$ cat src/hw/rtl/assert_macros.svh
// assertion macros for the rtl files
// expects clk and arst_n in the scope of each use
`ifndef ASSERT_MACROS_SVH
`define ASSERT_MACROS_SVH

// property must hold at every clock edge outside reset
`define ASSERT_CLK(lbl, prop, msg) \
	lbl: assert property (@(posedge clk) disable iff (!arst_n) prop) else $error(msg);

// expression must never be true outside reset
`define ASSERT_NEVER(lbl, expr, msg) \
	lbl: assert property (@(posedge clk) disable iff (!arst_n) !(expr)) else $error(msg);

`endif

$ cat src/hw/rtl/bmp_pkg.sv
// types, codes and constants of the bmp 32 bpp stream decoder
// no dependencies
package bmp_pkg;

	localparam int unsigned MAX_DIMENSION = 16384;
	localparam int DIM_W = $clog2(MAX_DIMENSION + 1);

	localparam int W_BYTE = 8;
	localparam int W_KIND = 2;
	localparam int W_CODE = 4;
	localparam int W_IMG = 15;
	localparam int W_ARGB = 32;
	localparam int W_POS = 14;

	localparam int CNT_W = (DIM_W > W_POS) ? DIM_W : W_POS;
	localparam int PROD_W = 2 * DIM_W;
	localparam int EXT_W = ((PROD_W + 2 > 32) ? PROD_W + 2 : 32) + 1;

	localparam logic [31:0] MAX_DIM_32 = 32'(MAX_DIMENSION);
	localparam logic [31:0] LEN_MIN = 32'd54;
	localparam logic [31:0] DIB_MIN = 32'd40;
	localparam logic [32:0] FILE_HDR_LEN = 33'd14;
	localparam logic [31:0] MIN_OFFSET = 32'd34;
	localparam logic [31:0] HEIGHT_INVALID = 32'h8000_0000;
	localparam logic [15:0] BPP_32 = 16'd32;
	localparam logic [15:0] SIG_BM = 16'h4D42;

	localparam logic [31:0] IDX_SIG = 32'd1;
	localparam logic [31:0] IDX_SIZE = 32'd5;
	localparam logic [31:0] IDX_OFFSET = 32'd13;
	localparam logic [31:0] IDX_DIB = 32'd17;
	localparam logic [31:0] IDX_WIDTH = 32'd21;
	localparam logic [31:0] IDX_HEIGHT = 32'd25;
	localparam logic [31:0] IDX_BPP = 32'd29;
	localparam logic [31:0] IDX_COMP = 32'd33;

	typedef enum logic [1:0] {
		PH_IDLE,
		PH_HEADER,
		PH_PIXELS,
		PH_DONE
	} phase_t;

	typedef enum logic [W_KIND-1:0] {
		KIND_HEADER = 2'd0,
		KIND_PIXEL = 2'd1,
		KIND_ERROR = 2'd2
	} kind_t;

	typedef enum logic [W_CODE-1:0] {
		ERR_NONE = 4'd0,
		ERR_SHORT = 4'd1,
		ERR_SIG = 4'd2,
		ERR_SIZE = 4'd3,
		ERR_DIB_SMALL = 4'd4,
		ERR_DIB_OVER = 4'd5,
		ERR_WIDTH = 4'd6,
		ERR_FORMAT = 4'd7,
		ERR_HEIGHT = 4'd8,
		ERR_EXTENT = 4'd9
	} err_t;

	typedef struct packed {
		kind_t kind;
		err_t code;
		logic [W_IMG-1:0] width;
		logic [W_IMG-1:0] height;
		logic [W_ARGB-1:0] argb;
		logic [W_POS-1:0] column;
		logic [W_POS-1:0] row;
		logic last;
	} result_t;

endpackage

$ cat src/hw/rtl/bmp_if.sv
// stream interfaces of the bmp decoder: file bytes in, results out
// depends on bmp_pkg
interface bmp_byte_if import bmp_pkg::*; ();
	logic valid;
	logic ready;
	logic [W_BYTE-1:0] byte_value;
	logic start_of_file;

	modport source (output valid, output byte_value, output start_of_file, input ready);
	modport sink (input valid, input byte_value, input start_of_file, output ready);
endinterface

interface bmp_result_if import bmp_pkg::*; ();
	logic valid;
	logic ready;
	logic [W_KIND-1:0] result_kind;
	logic [W_CODE-1:0] error_code;
	logic [W_IMG-1:0] image_width;
	logic [W_IMG-1:0] image_height;
	logic [W_ARGB-1:0] pixel_argb;
	logic [W_POS-1:0] pixel_column;
	logic [W_POS-1:0] pixel_row;
	logic last_pixel;

	modport source (output valid, output result_kind, output error_code, output image_width,
		output image_height, output pixel_argb, output pixel_column, output pixel_row,
		output last_pixel, input ready);
	modport sink (input valid, input result_kind, input error_code, input image_width,
		input image_height, input pixel_argb, input pixel_column, input pixel_row,
		input last_pixel, output ready);
endinterface

$ cat src/hw/rtl/bmp32_stream_decoder_top.sv
// top level of the bmp 32 bpp bi_rgb stream decoder
// depends on bmp_pkg, bmp_if and assert_macros.svh
//
// The decoder takes one file byte per clock cycle, a byte with start_of_file set
// opening a new file, and gives at most one result per byte. All per-byte work
// (field capture, the header checks at byte 33, pixel assembly and the column and
// row counters) is combinational per byte; results go through a two-entry output
// buffer, so bytes keep flowing while one result waits and the input stalls only
// once both entries are full. The extent product is registered in the cycle after
// the height field lands, well before the checks need it. Write file_length only
// between files (unenforced); it is sampled at byte 33. No clearing pass after reset.
`include "assert_macros.svh"

module bmp32_stream_decoder_top import bmp_pkg::*; (
	input logic clk,
	input logic arst_n,
	input logic cfg_we,
	input logic [31:0] cfg_wdata,
	bmp_byte_if.sink byte_ch,
	bmp_result_if.source result_ch
);

	phase_t phase_q, phase_d, phase_c;
	logic [31:0] bc_q, bc_d, bc_c;
	logic [31:0] hs_q, hs_d, hs_c, hs_new;
	logic [15:0] sig_q, sig_d;
	logic [31:0] size_q, size_d;
	logic [31:0] offset_q, offset_d;
	logic [31:0] dib_q, dib_d;
	logic [31:0] width_q, width_d;
	logic [31:0] height_q, height_d;
	logic [31:0] abs_h_q, abs_h_d;
	logic [15:0] bpp_q, bpp_d;
	logic [23:0] held_q, held_d;
	logic [CNT_W-1:0] col_q, col_d, col_c;
	logic [CNT_W-1:0] row_q, row_d, row_c;
	logic [CNT_W-1:0] dst_row;
	logic [PROD_W-1:0] prod_q;
	logic [31:0] file_length_q;
	logic [31:0] fs_c;
	logic [EXT_W-1:0] ext_c;
	logic [1:0] k_c;
	logic col_last, row_last, last_c;
	err_t err_c;
	result_t res;
	logic res_valid;

	result_t slot_q [2];
	logic wr_ptr_q, rd_ptr_q;
	logic [1:0] count_q;
	logic acc, push, pop;

	assign acc = byte_ch.valid && byte_ch.ready;
	assign push = acc && res_valid;
	assign pop = result_ch.valid && result_ch.ready;
	assign byte_ch.ready = (count_q != 2'd2);

	// restart on start_of_file
	assign phase_c = byte_ch.start_of_file ? PH_HEADER : phase_q;
	assign bc_c = byte_ch.start_of_file ? 32'd0 : bc_q;
	assign hs_c = byte_ch.start_of_file ? 32'd0 : hs_q;
	assign col_c = byte_ch.start_of_file ? '0 : col_q;
	assign row_c = byte_ch.start_of_file ? '0 : row_q;
	assign hs_new = {byte_ch.byte_value, hs_c[31:8]};

	// header checks, in priority order
	assign fs_c = (file_length_q != 32'd0) ? file_length_q : size_q;
	assign ext_c = EXT_W'(offset_q) + EXT_W'({prod_q, 2'b00});

	always_comb begin
		if (file_length_q != 32'd0 && file_length_q < LEN_MIN) begin
			err_c = ERR_SHORT;
		end else if (sig_q != SIG_BM) begin
			err_c = ERR_SIG;
		end else if (fs_c != 32'd0 && size_q > fs_c) begin
			err_c = ERR_SIZE;
		end else if (dib_q < DIB_MIN) begin
			err_c = ERR_DIB_SMALL;
		end else if (fs_c != 32'd0 && ({1'b0, dib_q} + FILE_HDR_LEN) > {1'b0, fs_c}) begin
			err_c = ERR_DIB_OVER;
		end else if (width_q == 32'd0 || width_q > MAX_DIM_32) begin
			err_c = ERR_WIDTH;
		end else if (bpp_q != BPP_32 || hs_new != 32'd0) begin
			err_c = ERR_FORMAT;
		end else if (height_q == HEIGHT_INVALID || abs_h_q == 32'd0 || abs_h_q > MAX_DIM_32) begin
			err_c = ERR_HEIGHT;
		end else if (offset_q < MIN_OFFSET || offset_q > fs_c || ext_c > EXT_W'(fs_c)) begin
			err_c = ERR_EXTENT;
		end else begin
			err_c = ERR_NONE;
		end
	end

	// pixel position
	assign k_c = bc_c[1:0] - offset_q[1:0];
	assign col_last = ({1'b0, col_c} + (CNT_W + 1)'(1)) >= {1'b0, width_q[CNT_W-1:0]};
	assign row_last = ({1'b0, row_c} + (CNT_W + 1)'(1)) >= {1'b0, abs_h_q[CNT_W-1:0]};
	assign last_c = col_last && row_last;
	assign dst_row = height_q[31] ? row_c : (abs_h_q[CNT_W-1:0] - CNT_W'(1) - row_c);

	always_comb begin
		phase_d = phase_q;
		bc_d = bc_q;
		hs_d = hs_q;
		sig_d = sig_q;
		size_d = size_q;
		offset_d = offset_q;
		dib_d = dib_q;
		width_d = width_q;
		height_d = height_q;
		abs_h_d = abs_h_q;
		bpp_d = bpp_q;
		held_d = held_q;
		col_d = col_q;
		row_d = row_q;
		res = '0;
		res_valid = 1'b0;
		if (acc) begin
			phase_d = phase_c;
			bc_d = bc_c;
			hs_d = hs_c;
			col_d = col_c;
			row_d = row_c;
			unique case (phase_c)
				PH_HEADER: begin
					bc_d = (bc_c == 32'hFFFF_FFFF) ? bc_c : bc_c + 32'd1;
					hs_d = hs_new;
					unique case (bc_c)
						IDX_SIG: sig_d = hs_new[31:16];
						IDX_SIZE: size_d = hs_new;
						IDX_OFFSET: offset_d = hs_new;
						IDX_DIB: dib_d = hs_new;
						IDX_WIDTH: width_d = hs_new;
						IDX_HEIGHT: begin
							height_d = hs_new;
							abs_h_d = hs_new[31] ? (32'd0 - hs_new) : hs_new;
						end
						IDX_BPP: bpp_d = hs_new[31:16];
						IDX_COMP: begin
							res_valid = 1'b1;
							if (err_c != ERR_NONE) begin
								phase_d = PH_DONE;
								res.kind = KIND_ERROR;
								res.code = err_c;
							end else begin
								phase_d = PH_PIXELS;
								res.kind = KIND_HEADER;
								res.width = width_q[W_IMG-1:0];
								res.height = abs_h_q[W_IMG-1:0];
							end
						end
						default: begin
						end
					endcase
				end
				PH_PIXELS: begin
					bc_d = (bc_c == 32'hFFFF_FFFF) ? bc_c : bc_c + 32'd1;
					if (bc_c >= offset_q) begin
						unique case (k_c)
							2'd0: held_d[7:0] = byte_ch.byte_value;
							2'd1: held_d[15:8] = byte_ch.byte_value;
							2'd2: held_d[23:16] = byte_ch.byte_value;
							2'd3: begin
								res_valid = 1'b1;
								res.kind = KIND_PIXEL;
								res.argb = {byte_ch.byte_value, held_q};
								res.column = col_c[W_POS-1:0];
								res.row = dst_row[W_POS-1:0];
								res.last = last_c;
								if (col_last) begin
									col_d = '0;
									row_d = row_c + CNT_W'(1);
								end else begin
									col_d = col_c + CNT_W'(1);
								end
								if (last_c) begin
									phase_d = PH_DONE;
								end
							end
							default: begin
							end
						endcase
					end
				end
				PH_IDLE, PH_DONE: begin
				end
				default: begin
				end
			endcase
		end
	end

	always_ff @(posedge clk or negedge arst_n) begin
		if (!arst_n) begin
			phase_q <= PH_IDLE;
			bc_q <= 32'd0;
			col_q <= '0;
			row_q <= '0;
			file_length_q <= 32'd0;
		end else begin
			phase_q <= phase_d;
			bc_q <= bc_d;
			col_q <= col_d;
			row_q <= row_d;
			if (cfg_we) begin
				file_length_q <= cfg_wdata;
			end
		end
	end

	always_ff @(posedge clk) begin
		hs_q <= hs_d;
		sig_q <= sig_d;
		size_q <= size_d;
		offset_q <= offset_d;
		dib_q <= dib_d;
		width_q <= width_d;
		height_q <= height_d;
		abs_h_q <= abs_h_d;
		bpp_q <= bpp_d;
		held_q <= held_d;
		prod_q <= PROD_W'(width_q[DIM_W-1:0]) * PROD_W'(abs_h_q[DIM_W-1:0]);
	end

	// two-entry output buffer
	always_ff @(posedge clk or negedge arst_n) begin
		if (!arst_n) begin
			wr_ptr_q <= 1'b0;
			rd_ptr_q <= 1'b0;
			count_q <= 2'd0;
		end else begin
			if (push) begin
				wr_ptr_q <= ~wr_ptr_q;
			end
			if (pop) begin
				rd_ptr_q <= ~rd_ptr_q;
			end
			if (push && !pop) begin
				count_q <= count_q + 2'd1;
			end else if (pop && !push) begin
				count_q <= count_q - 2'd1;
			end
		end
	end

	always_ff @(posedge clk) begin
		if (push) begin
			slot_q[wr_ptr_q] <= res;
		end
	end

	assign result_ch.valid = (count_q != 2'd0);
	assign result_ch.result_kind = slot_q[rd_ptr_q].kind;
	assign result_ch.error_code = slot_q[rd_ptr_q].code;
	assign result_ch.image_width = slot_q[rd_ptr_q].width;
	assign result_ch.image_height = slot_q[rd_ptr_q].height;
	assign result_ch.pixel_argb = slot_q[rd_ptr_q].argb;
	assign result_ch.pixel_column = slot_q[rd_ptr_q].column;
	assign result_ch.pixel_row = slot_q[rd_ptr_q].row;
	assign result_ch.last_pixel = slot_q[rd_ptr_q].last;

	`ASSERT_NEVER(a_no_overflow, push && count_q == 2'd2 && !pop, "result buffer overflow")
	`ASSERT_CLK(a_idle_silent, (acc && !byte_ch.start_of_file && (phase_q == PH_IDLE || phase_q == PH_DONE)) |-> !push, "result outside a file")
	`ASSERT_CLK(a_last_done, (push && res.kind == KIND_PIXEL && res.last) |=> (phase_q == PH_DONE), "no stop after last pixel")

endmodule
$ cat src/flat_wrapper.sv
// flat-port wrapper written by rule: the top's interface ports become plain ports
module bmp32_stream_decoder_top_flat import bmp_pkg::*;
  (clk, arst_n, cfg_we, cfg_wdata, byte_ch_valid, byte_ch_byte_value, byte_ch_start_of_file, byte_ch_ready, result_ch_valid, result_ch_result_kind, result_ch_error_code, result_ch_image_width, result_ch_image_height, result_ch_pixel_argb, result_ch_pixel_column, result_ch_pixel_row, result_ch_last_pixel, result_ch_ready);
  bmp_byte_if byte_ch_i ();
  bmp_result_if result_ch_i ();
  input logic clk;
  input logic arst_n;
  input logic cfg_we;
  input logic [31:0] cfg_wdata;
  input wire logic [$bits(byte_ch_i.valid)-1:0] byte_ch_valid;
  input wire logic [$bits(byte_ch_i.byte_value)-1:0] byte_ch_byte_value;
  input wire logic [$bits(byte_ch_i.start_of_file)-1:0] byte_ch_start_of_file;
  output wire logic [$bits(byte_ch_i.ready)-1:0] byte_ch_ready;
  output wire logic [$bits(result_ch_i.valid)-1:0] result_ch_valid;
  output wire logic [$bits(result_ch_i.result_kind)-1:0] result_ch_result_kind;
  output wire logic [$bits(result_ch_i.error_code)-1:0] result_ch_error_code;
  output wire logic [$bits(result_ch_i.image_width)-1:0] result_ch_image_width;
  output wire logic [$bits(result_ch_i.image_height)-1:0] result_ch_image_height;
  output wire logic [$bits(result_ch_i.pixel_argb)-1:0] result_ch_pixel_argb;
  output wire logic [$bits(result_ch_i.pixel_column)-1:0] result_ch_pixel_column;
  output wire logic [$bits(result_ch_i.pixel_row)-1:0] result_ch_pixel_row;
  output wire logic [$bits(result_ch_i.last_pixel)-1:0] result_ch_last_pixel;
  input wire logic [$bits(result_ch_i.ready)-1:0] result_ch_ready;
  assign byte_ch_i.valid = byte_ch_valid;
  assign byte_ch_i.byte_value = byte_ch_byte_value;
  assign byte_ch_i.start_of_file = byte_ch_start_of_file;
  assign byte_ch_ready = byte_ch_i.ready;
  assign result_ch_valid = result_ch_i.valid;
  assign result_ch_result_kind = result_ch_i.result_kind;
  assign result_ch_error_code = result_ch_i.error_code;
  assign result_ch_image_width = result_ch_i.image_width;
  assign result_ch_image_height = result_ch_i.image_height;
  assign result_ch_pixel_argb = result_ch_i.pixel_argb;
  assign result_ch_pixel_column = result_ch_i.pixel_column;
  assign result_ch_pixel_row = result_ch_i.pixel_row;
  assign result_ch_last_pixel = result_ch_i.last_pixel;
  assign result_ch_i.ready = result_ch_ready;
  bmp32_stream_decoder_top u_core (.clk(clk), .arst_n(arst_n), .cfg_we(cfg_we), .cfg_wdata(cfg_wdata), .byte_ch(byte_ch_i), .result_ch(result_ch_i));
endmodule
$ cat config.mk
export PLATFORM = sky130hd
export DESIGN_NAME = bmp32_stream_decoder_top_flat
export DESIGN_NICKNAME = d
export VERILOG_FILES = /design/src/hw/rtl/bmp_pkg.sv /design/src/hw/rtl/bmp_if.sv /design/src/hw/rtl/bmp32_stream_decoder_top.sv /design/src/flat_wrapper.sv
export VERILOG_INCLUDE_DIRS = /design/src /design/src/hw/rtl
export SDC_FILE = /design/constraint.sdc
export NUM_CORES = 2
export LEC_CHECK = 0
export BUFFER_PORTS_ARGS = -buffer_cell sky130_fd_sc_hd__buf_2
export CAP_MARGIN = 20
export CORE_MARGIN = 3
export CORE_UTILIZATION = 55
export DETAILED_ROUTE_END_ITERATION = 8
export GPL_TIMING_DRIVEN = 0
export HOLD_SLACK_MARGIN = 0.12
export PLACE_DENSITY_LB_ADDON = 0.25
export SYNTH_ARGS = -nofsm -noshare
export SYNTH_HDL_FRONTEND = slang
export SYNTH_SLANG_ARGS = --single-unit
$ cat constraint.sdc
create_clock -name clk -period 14.7 [get_ports clk]
set_clock_uncertainty 0.2 [all_clocks]
set_input_delay 2.94 -clock clk [delete_from_list [all_inputs] [get_ports clk]]
set_output_delay 2.94 -clock clk [all_outputs]
set_load 0.1 [all_outputs]
* Word-level counts from Yosys, hierarchy flattened
Memories as Yosys holds them, arrays and structs flattened. Index checks and enable logic that the tools add are counted.
Cells by class: mux-type cells 55, equal/unequal tests 18, multiply operators 1, $lt $le $gt $ge 12, reductions and logical operators 37, $add $sub $neg 13, bitwise gates (word level) 2
Operators by type and width (count):
- $mux 32 | 6
- $mux 61 | 3
- $mux 15 | 10
- $eq 32x5->1 const B | 4
- $mux 97 | 1
- $lt 32x6->1 const B | 3
- $reduce_bool 32->1 | 3
- $gt 33x32->1 | 2
- $eq 32x32->1 const B | 2
- $gt 32x15->1 const B | 2
- $gt 32x32->1 | 2
- $logic_not 32->1 | 2
- $mux 4 | 10
- $mux 36 | 1
- $mux 34 | 1
- $add 32x32->33 | 1
- $add 32x4->33 const B | 1
- $add 15x1->16 const B | 2
- $add 32x1->32 const B | 1
- $eq 32x1->1 const B | 1
- $eq 32x3->1 const B | 1
- $eq 32x4->1 const B | 1
- $eq 32x6->1 const B | 1
- $ge 16x15->1 | 2
- other kinds (31) | 75
Storage, ports and cells: input bits 46, memories 1, memory bits (writable) 194, output and inout port bits 99, logic and storage cells 161, flip-flop bits (word level) 402
Memory list:
- u_core.slot_q | words 2, bits a word 97, rd ports 1, clocked after Yosys merged registers in 0, wr ports 1, RTL line bmp32_stream_decoder_top.sv:48 | result_t slot_q [2];

* Depth between registers and ports, before layout
word-level depth 19, gate-level depth with buffers 27, mapped depth without buffers 23

* Worst setup path after synthesis
Ideal clock, no wire load.
kind in2reg, start point input byte_ch_start_of_file, end point register u_core.abs_h_q[0] (enable), setup time 639 ps, required time 13861 ps, slack 3599 ps, buffers on the path 5, stages on the path 9, arrival time 10262 ps, path through buf_6 -> buf_6 -> buf_2 -> clkbuf_1 -> or2_2 -> ha_1 -> clkbuf_1 -> nand3_1 -> nor4_1
On the way: cells in the longest elaborated chain, start to end 3, elaborated cells on any way between the ends 5, classes of those cells 2 x eq/ne; 2 x mux; 1 x reduce/logical
Ends and longest elaborated chain:
- from (decl) | RTL line flat_wrapper.sv:12 | input wire logic [$bits(byte_ch_i.start_of_file)-1:0] byte_ch_start_of_file;
- $mux 32 / $mux 2 (equally long branches) | RTL line bmp32_stream_decoder_top.sv:60, bmp32_stream_decoder_top.sv:59
- $eq 32x5->1 / $eq 2x1->1 (equally long branches) | RTL line bmp32_stream_decoder_top.sv:128, bmp32_stream_decoder_top.sv:124
- $reduce_and 3->1 (no line) *
- to (signal assigned) | RTL line bmp32_stream_decoder_top.sv:219 | abs_h_q <= abs_h_d;
- to (decl) | RTL line bmp32_stream_decoder_top.sv:32 | logic [31:0] abs_h_q, abs_h_d;
Mark *: on every way between the ends. The rest lies on a longest branch, timed or not. A chain may end at the register's enable or synchronous reset.

* Final worst setup path
start point input byte_ch_start_of_file, end point register u_core.row_q[1]
On the way: cells in the longest elaborated chain, start to end 7, elaborated cells on any way between the ends 15, classes of those cells 3 x add/sub; 2 x order compare; 2 x eq/ne; 8 x mux
Ends and longest elaborated chain:
- $mux 15 | RTL line bmp32_stream_decoder_top.sv:62 | assign col_c = byte_ch.start_of_file ? '0 : col_q;
- $add 15x1->16 | RTL line bmp32_stream_decoder_top.sv:96 | assign col_last = ({1'b0, col_c} + (CNT_W + 1)'(1)) >= {1'b0, width_q[CNT_W-1:0]};
- $ge 16x15->1 | RTL line bmp32_stream_decoder_top.sv:96
- $mux 15 | RTL line bmp32_stream_decoder_top.sv:170 | if (col_last) begin
- $mux 15 | RTL line bmp32_stream_decoder_top.sv:159 | unique case (k_c)
- $mux 15 | RTL line bmp32_stream_decoder_top.sv:158 | if (bc_c >= offset_q) begin
- $mux 15 * | RTL line bmp32_stream_decoder_top.sv:124 | unique case (phase_c)
- to (signal assigned) | RTL line bmp32_stream_decoder_top.sv:204 | row_q <= row_d;
- to (decl) | RTL line bmp32_stream_decoder_top.sv:36 | logic [CNT_W-1:0] row_q, row_d, row_c;
Marked as above.

==> results.json <==
{
  "outcome": "complete, no violations",
  "rsz0062_at_grt": "false",
  "final_common_cell": "edfxtp_1",
  "synth_top_area_share_pct": 36.7,
  "htreeDepth": 3,
  "synth_area_leaders": "edfxtp_1, ha_1, fa_1, dfrtp_1, mux2_2",
  "grt_max_degree": 67,
  "fmax_ghz": 0.105,
  "die_w_um": 269,
  "tns_ps": 0,
  "drtAntennaViolNets": 0,
  "arrival_ps": 9890,
  "ir_drop_mv": 0.116,
  "worst-path-max-fanout": 10,
  "cpLargestDelayFamily": "buffers and inverters",
  "insertion_delay_ps": 640,
  "setup_slack_ps": 5160,
  "crit_path_frequent_cell": "buf_6",
  "cts_tree": "yes",
  "std_cell_rows": 95,
  "cp_slowest_cell": "a221oi_1",
  "finalMaxSlewViolations": 0,
  "initial_core_util_pct": 56.1,
  "drc": 0,
  "synth_area_um2": 38000,
  "route.vias.total": 27800,
  "grt_pass1_vias": 27400,
  "cts.sinks": 595,
  "num_io_pins": 145,
  "pre_cts_slack_ps": 4810,
  "antenna_found_initial": 1,
  "yosys_warnings": 0,
  "path_clk_slew_ps": 60,
  "hp-class": "reg2reg",
  "critPathMaxStageDelay_ps": 960,
  "die_y_um": 269,
  "layout_min_cycle_time_ps": 9540,
  "dr.pass1.iters": 5,
  "power_density_nw_per_um2": 90.8,
  "grt_overflow": 0,
  "wl_per_cell_um": 22.8,
  "yosysTopAreaCell": "edfxtp_1",
  "post-cts-setup-buffers": 0,
  "core_area_um2": 67900,
  "io_buffers": 143,
  "layout_common_cells": "edfxtp_1, ha_1, nand2_1",
  "die_area_um2": 72400,
  "path_buf_inv": 9,
  "synth_seq_cells": 595,
  "post-route-period-util_pct": 64.9,
  "crit_path_end_kind": "flip-flop",
  "avgSynthCellArea_um2": 11.2,
  "clock-root-buffer": "clkbuf_16",
  "cts_buffers": 66,
  "drt_iter0_markers": 2642,
  "grt.total_usage_pct": 29.3,
  "synth-async-reset-ratio_pct": 16.8,
  "layout-drive-gt1-share_pct": 13.0,
  "max_slew_margin_pct": 18.5,
  "setup_viol": 0,
  "ctsHoldBuffers": 0,
  "seq_area_frac_synth_pct": 44.9,
  "layout.nets": 4196,
  "crit_type": "in2reg",
  "synth_flop_cell": "edfxtp_1",
  "synthCells": 3399,
  "synth-edff-count": 465,
  "gp_congestion": 0.977,
  "synth_fp_nets": 3949,
  "synth.distinct_cells": 89,
  "dp_hpwl_um": 79700,
  "critPathRequiredTime_ps": 15060,
  "finalHoldViolations": 0,
  "grt_pass1_wl_um": 159000,
  "tightest_slew_ps": 1220,
  "vias_per_cell": 6.01,
  "ctsResizeCount": 0,
  "cts.path.max_buffers": 3,
  "critPathLaunchType": "primary input",
  "synthToLayoutAreaGrowth_pct": 11.9,
  "power.leakage_uw": 0.0182,
  "wl_um": 105000,
  "n_antenna_cell": 0,
  "cap_viol_max_count": 0
}
-- cell families after synthesis --
group                    count (synthesis)  share of synthesized area [%]
AO/OA/AOI/OAI                          510                           8.57
XOR/XNOR                               175                           4.03
adder cells (fa/ha/maj)                504                           19.9
buffers and inverters                  397                           4.10
flip-flops                             595                           44.9
multiplexers                           153                           4.51
AND/OR/NAND/NOR                       1065                           14.0
-- cell type report --
cell class | instances | area, µm²
Tap cell | 921 | 1150
Inverter | 279 | 1050
Sequential cell | 595 | 17100
Clock buffer | 83 | 1790
Buffer | 118 | 514
Timing Repair Buffer | 179 | 1120
Multi-Input combinational cell | 2407 | 19500
Fill cell | 5395 | 25300
Clock inverter | 39 | 445
-- sequential cells by signal, indices dropped and copies added (netlist names), 32 cells and up --
name,flops
u_core.abs_h_q,32
u_core.bc_q,32
u_core.dib_q,32
u_core.file_length_q,32
u_core.offset_q,32
u_core.size_q,32
u_core.slot_q,194
u_core.width_q,32
-- worst reg2reg max path: stages (launching register included) --
cell,delay (ps)
edfxtp_1,360
clkbuf_1,340
inv_1,190
clkbuf_1,660
nor2_1,140
fa_1,480
fa_1,540
inv_1,50
fa_1,480
inv_1,60
fa_1,520
fa_1,540
fa_1,560
ha_1,380
a21oi_1,150
o21ai_0,100
a21oi_1,150
nand2_1,110
o31ai_1,550
o31ai_1,180
nor3_1,310
o31ai_1,170
o41ai_1,370
xnor2_1,130
-- Yosys cell counts, drive strengths merged, types with 11 or more instances --
cell and n:
and3 41, fa 170, edfxtp 465, and2 45
and4 12, buf 29, nor4 72, o21ai 95
dfxtp 30, a31oi 21, nand2 303, or3 15
o21bai 11, a21oi 170, a21o 87, nor2 238
nor2b 74, clkbuf 89, o21a 19, dfrtp 100
ha 334, mux2 148, a211oi 18, xor2 48
inv 275, nor3 72, nand4 69, nand3 68
xnor2 127, nand2b 13, o31ai 17
-- path summary, 6_finish.rpt --
kind	from	endpoint	slack, ps	cells after the start
setup / recovery	byte_ch_start_of_file	u_core.row_q[1]	5160	27
hold / removal	u_core.col_q[6]	u_core.col_q[6]	300	1
setup reg to reg	u_core.width_q[1]	u_core.prod_q[29]	6860	23
hold reg to reg	u_core.col_q[6]	u_core.col_q[6]	300	1
max in group asynchronous	arst_n	u_core.col_q[7]	11400	2
min in group asynchronous	arst_n	u_core.bc_q[4]	2130	1
-- metrics by stage --
step	utilization [%]	cell area, µm²	std cells	power (µW)	hold slack, ps
2_1_floorplan	-	38000	3399	2070	249
3_3_place_gp	58.8	39900	4463	2180	268
3_5_place_dp	59.4	40300	4496	2190	285
4_1_cts	62.7	42600	4618	3880	312
5_1_grt	62.8	42600	4621	3980	332
6_report	62.8	42600	4621	3870	304
-- where the power goes --
| group | switching (µW) | internal (µW) |
|---|---|---|
| clock network | 709 | 988 |
| registers | 24.7 | 1850 |
| logic | 194 | 104 |
| total | 928 | 2940 |
-- routing by layer --
metal	vias up	track usage (%)	share of wire, %
met5	-	0	0
met4	0	13.6	5.2
met3	279	4.76	7.8
met2	1194	47.3	46
met1	13600	39.2	41
li1	12700	-	-
Power figures use the tool's default switching activity.
